==> src/hdl/mfpc_pkg.sv <==
package mfpc_pkg;

    localparam int FRAME_BYTES_DEF = 1024;
    localparam int MAX_WIDTH_DEF   = 128;

    // request codes
    localparam logic [1:0] REQ_WRITE   = 2'd0;
    localparam logic [1:0] REQ_REFRESH = 2'd1;
    localparam logic [1:0] REQ_FETCH   = 2'd2;

    // register indexes
    localparam logic [1:0] REG_WIDTH  = 2'd0;
    localparam logic [1:0] REG_HEIGHT = 2'd1;
    localparam logic [1:0] REG_OFFSET = 2'd2;

    localparam logic [7:0] RST_WIDTH  = 8'd96;
    localparam logic [6:0] RST_HEIGHT = 7'd16;
    localparam logic [2:0] RST_OFFSET = 3'd0;

    localparam logic [7:0] CMD_PAGE_RANGE = 8'h22;
    localparam logic [7:0] PAGE_START     = 8'h00;
    localparam logic [6:0] MAX_HEIGHT     = 7'd64;
    localparam int         ROWS_PER_PAGE  = 8;

    typedef struct packed {
        logic [1:0] req_type;
        logic [9:0] fb_addr;
        logic [7:0] fb_data;
    } in_word_t;

    typedef struct packed {
        logic [7:0] out_byte;
        logic       is_data;
        logic       run_last;
        logic       frame_done;
    } out_word_t;

    typedef struct packed {
        logic [7:0] panel_width;
        logic [6:0] panel_height;
        logic [2:0] first_page;
    } cfg_t;

endpackage

==> src/hdl/mfpc_cfg_regs.sv <==
// APB register file: panel geometry and first controller page.
module mfpc_cfg_regs (
    input  logic                aclk,
    input  logic                aresetn,
    input  logic                psel,
    input  logic                penable,
    input  logic                pwrite,
    input  logic [3:0]          paddr,
    input  logic [31:0]         pwdata,
    output logic [31:0]         prdata,
    output logic                pready,
    output mfpc_pkg::cfg_t      cfg
);

    logic [7:0] width_reg;
    logic [6:0] height_reg;
    logic [2:0] offset_reg;
    logic       wr_en;

    assign wr_en  = psel && penable && pwrite;
    assign pready = 1'b1;

    always_ff @(posedge aclk) begin
        if (!aresetn) begin
            width_reg  <= mfpc_pkg::RST_WIDTH;
            height_reg <= mfpc_pkg::RST_HEIGHT;
            offset_reg <= mfpc_pkg::RST_OFFSET;
        end else if (wr_en) begin
            unique case (paddr[3:2])
                mfpc_pkg::REG_WIDTH:  width_reg  <= pwdata[7:0];
                mfpc_pkg::REG_HEIGHT: height_reg <= pwdata[6:0];
                mfpc_pkg::REG_OFFSET: offset_reg <= pwdata[2:0];
                default: ;
            endcase
        end
    end

    always_comb begin
        unique case (paddr[3:2])
            mfpc_pkg::REG_WIDTH:  prdata = {24'd0, width_reg};
            mfpc_pkg::REG_HEIGHT: prdata = {25'd0, height_reg};
            mfpc_pkg::REG_OFFSET: prdata = {29'd0, offset_reg};
            default:              prdata = 32'd0;
        endcase
    end

    assign cfg.panel_width  = width_reg;
    assign cfg.panel_height = height_reg;
    assign cfg.first_page   = offset_reg;

endmodule

==> config.mk <==
export PLATFORM = sky130hd
export DESIGN_NAME = mfpc_cfg_regs
export DESIGN_NICKNAME = d
export VERILOG_FILES = /design/src/hdl/mfpc_pkg.sv /design/src/hdl/mfpc_cfg_regs.sv
export SDC_FILE = /design/constraint.sdc
export NUM_CORES = 1
export LEC_CHECK = 0
export ABC_AREA = 1
export BUFFER_PORTS_ARGS = -buffer_cell sky130_fd_sc_hd__buf_2
export CAP_MARGIN = 20
export CORE_UTILIZATION = 34
export CTS_CLUSTER_DIAMETER = 50
export DETAILED_ROUTE_END_ITERATION = 8
export GPL_ROUTABILITY_DRIVEN = 0
export PLACE_DENSITY = 0.73
export SYNTH_ARGS = -nofsm -noshare
export SYNTH_HDL_FRONTEND = slang
export SYNTH_SLANG_ARGS = --single-unit
==> constraint.sdc <==
create_clock -name aclk -period 0.8 [get_ports aclk]
set_clock_uncertainty 0.05 [all_clocks]
set_input_delay 0 -clock aclk [delete_from_list [all_inputs] [get_ports aclk]]
set_output_delay 0 -clock aclk [all_outputs]
set_load 0.01 [all_outputs]
==> results.toml <==
[power]
seqPwrFrac_pct = 47.6
switching_share_pct = 29.4
leakagePower_nw = 0.862
p_comb_share_pct = 21.8
peakVddDrop_v = 0.000434
internal_power_mw = 1.39
power_frac_clock_pct = 30.6
power_density_nw_per_um2 = 1150
p_switching_mw = 0.579

[setup_path]
r2r_end = "width_reg[6]"
crit_path_start = "width_reg[5]"
path_cells = "a22o_1 -> buf_2"
start_kind = "register"
end_kind = "output port"
max_stage_delay_ps = 350
rrSetupSlack_ps = -10
r2r_start = "width_reg[6]"
critPathSlowestCell = "dfxtp_2"
path_class = "register to output port"
crit_arrival_ps = 1000
reg2regPathDepth = 4
endpoint = "prdata[5]"
crit_fanout = 2
required_ps = 750

[die]
fp.dieArea_sq_um = 3440
io_pins = 92
num_rows = 20
coreArea_sq_um = 3050
dieWidth_um = 58.7
die_h_um = 58.7
start_util_pct = 35.8

[logic_synthesis]
seq_area_frac_synth_pct = 33.0
synth-simple-area-share_pct = 38.0
synthAdderAreaFrac_pct = 0
syn_area_sq_um = 1090
synth_top_family_by_area = "simple AND/OR/NAND/NOR gates"
synth_xor_area_share_pct = 0
ys_top_cells_by_area = "dfxtp_1 (33%), buf_4 (19%), nand2_1 (12%), nor2_1 (11%), nand3_1 (10%)"
synth_warnings = 0
synth_largest_area_cell = "dfxtp_1"
synth_cell_types = 14
synth_seq_cells = 18
synthMuxAreaShare_pct = 0
avgSynthCellArea_sq_um = 6.78
synth_top_area_share_pct = 33.0
synthCells = 161
synth_compound_area_share_pct = 3.67

[status]
violations = "hold timing, setup timing"
status = "finished with violations"

[sta]
final.setup.tns_ps = -3140
worst_slack_ps = -250
post-route-period-util_pct = 131
fmax_mhz = 952
fin_crit_ps = 1050
finalHoldViolCount = 1
setup_viol = 28
drv_slew = 0
whs_ps = -4.51
rsz0062_at_grt = "yes"

[global_route]
track_usage_pct = 17.8
grt_overflow = 0
grt_pass1_wl_mm = 4.53
antenna_found_initial = 0
grt_max_degree = 19
first_global_vias = 1062

[cells_and_area]
drive_above_1_share_pct = 44.2
nNetsFinal = 268
n_fill_cell = 317
final_cell_area_sq_um = 1710
syn_to_final_growth_pct = 56.2
antenna_cells = 0
largest_reg_flops = 8
utilization_pct = 55.9

[clocking]
htreeDepth = 1
path_clk_slew_ps = 120
root_buffer = "clkbuf_4"
cts_tree = "yes"
clock_sinks = 18
clockBufferDepth = 2
numCtsBuffers = 3
clk_latency_ps = 300
hold_buffers = 8

[placement]
dp_hpwl_mm = 1.80
io_buffers = 40
placed_area_sq_um = 1270

[route]
antenna_left = 0
wl_mm = 2.93
route.detailed.drc = 0
drtIter0Drc = 33
first_pass_iters = 4
vias = 1119
wl_per_cell_um = 10.9
vias_per_cell = 4.14

[worst_hold_path]
hp-class = "primary input to register"

[job]
cap_violations = 0
## cell type report
class                   instances  area [sq um]  share of cell area [%]
repair buffers                 68           611                    35.8
multi-input cells             124           577                    33.8
flip-flops and latches         18           383                    22.4
well taps                      44          55.1                    3.23
inverters                      12          45.0                    2.64
clock buffers                   4          36.3                    2.13
## cells in the final DEF (no fill, tap or decap), types with 5 or more instances in the layout
master / netlist / layout
nand2_1: 34 / 31
conb_1: 2 / 25
buf_6: 1 / 32
dfxtp_2: 0 / 18
nand3_1: 22 / 18
inv_2: 2 / 5
dlygate4sd3_1: 0 / 8
nor2_1: 32 / 32
buf_4: 27 / 6
inv_1: 10 / 7
buf_2: 2 / 21
## critical path, delay by kind of cell, from the launching register on
| family | cells | cell delay, ps |
|---|---|---|
| buf+inv | 1 | 140 |
| compound gates | 1 | 210 |
| flops | 1 | 350 |
## logic make-up after synthesis
| group | count (synthesis) |
|---|---|
| AND/OR/NAND/NOR | 94 |
| other | 2 |
| AO/OA/AOI/OAI | 5 |
| buffers and inverters | 42 |
| flip-flops | 18 |
## worst min-delay path by stage
| stage | start | slack, ps | cells after the start | endpoint |
|---|---|---|---|---|
| 2_1_floorplan | pwdata[5] | 80 | 2 | width_reg[5] |
| 3_3_place_gp | pwdata[5] | 190 | 3 | width_reg[5] |
| 3_5_place_dp | pwdata[5] | 190 | 3 | width_reg[5] |
| 4_1_cts | aresetn | -2 | 2 | height_reg[4] |
| 5_1_grt | aresetn | -3 | 2 | width_reg[6] |
| 6_report | aresetn | -5 | 2 | width_reg[6] |
## Yosys cell counts
cell      n
a22o_1    4
nand3_1  22
dfxtp_1  18
buf_4    27
o21ai_0   1
nor2_4    4
nor2_2    2
nor2_1   32
inv_2     2
inv_1    10
conb_1    2
nand2_1  34
buf_2     2
buf_6     1
## power by group through the flow
stage | clock network [mW] | registers (mW) | logic, mW
floorplan | 0 | 0.958 | 0.295
global placement | 0 | 0.950 | 0.330
detailed placement | 0 | 0.950 | 0.332
CTS | 0.607 | 0.936 | 0.404
global route | 0.644 | 0.940 | 0.475
finish | 0.602 | 0.937 | 0.430
## per-stage QoR
stage	cells	setup slack (ps)	power [mW]
after floorplan	184	126	1.25
after global placement	245	-56.5	1.28
after detailed placement	245	-85.9	1.28
after CTS	265	-227	1.95
after global routing	270	-282	2.06
final	270	-250	1.97
## timing repair
action,4_1_cts,5_1_grt
endpoints found under the hold margin,17,1
pin swaps,10,3
cloned,0,0
buffers inserted,8,5
resized for setup,43,17
endpoints found under the setup margin,26,31
## per-layer routing
layer | global-route usage (%) | vias up | part of all wire [%]
met2 | 34.6 | 46 | 53
met3 | 3.52 | 4 | 6.1
met1 | 18.6 | 493 | 40
met5 | 0 | - | 0
met4 | 6.80 | 0 | 0.78
li1 | - | 576 | -
Power figures use the tool's default switching activity.
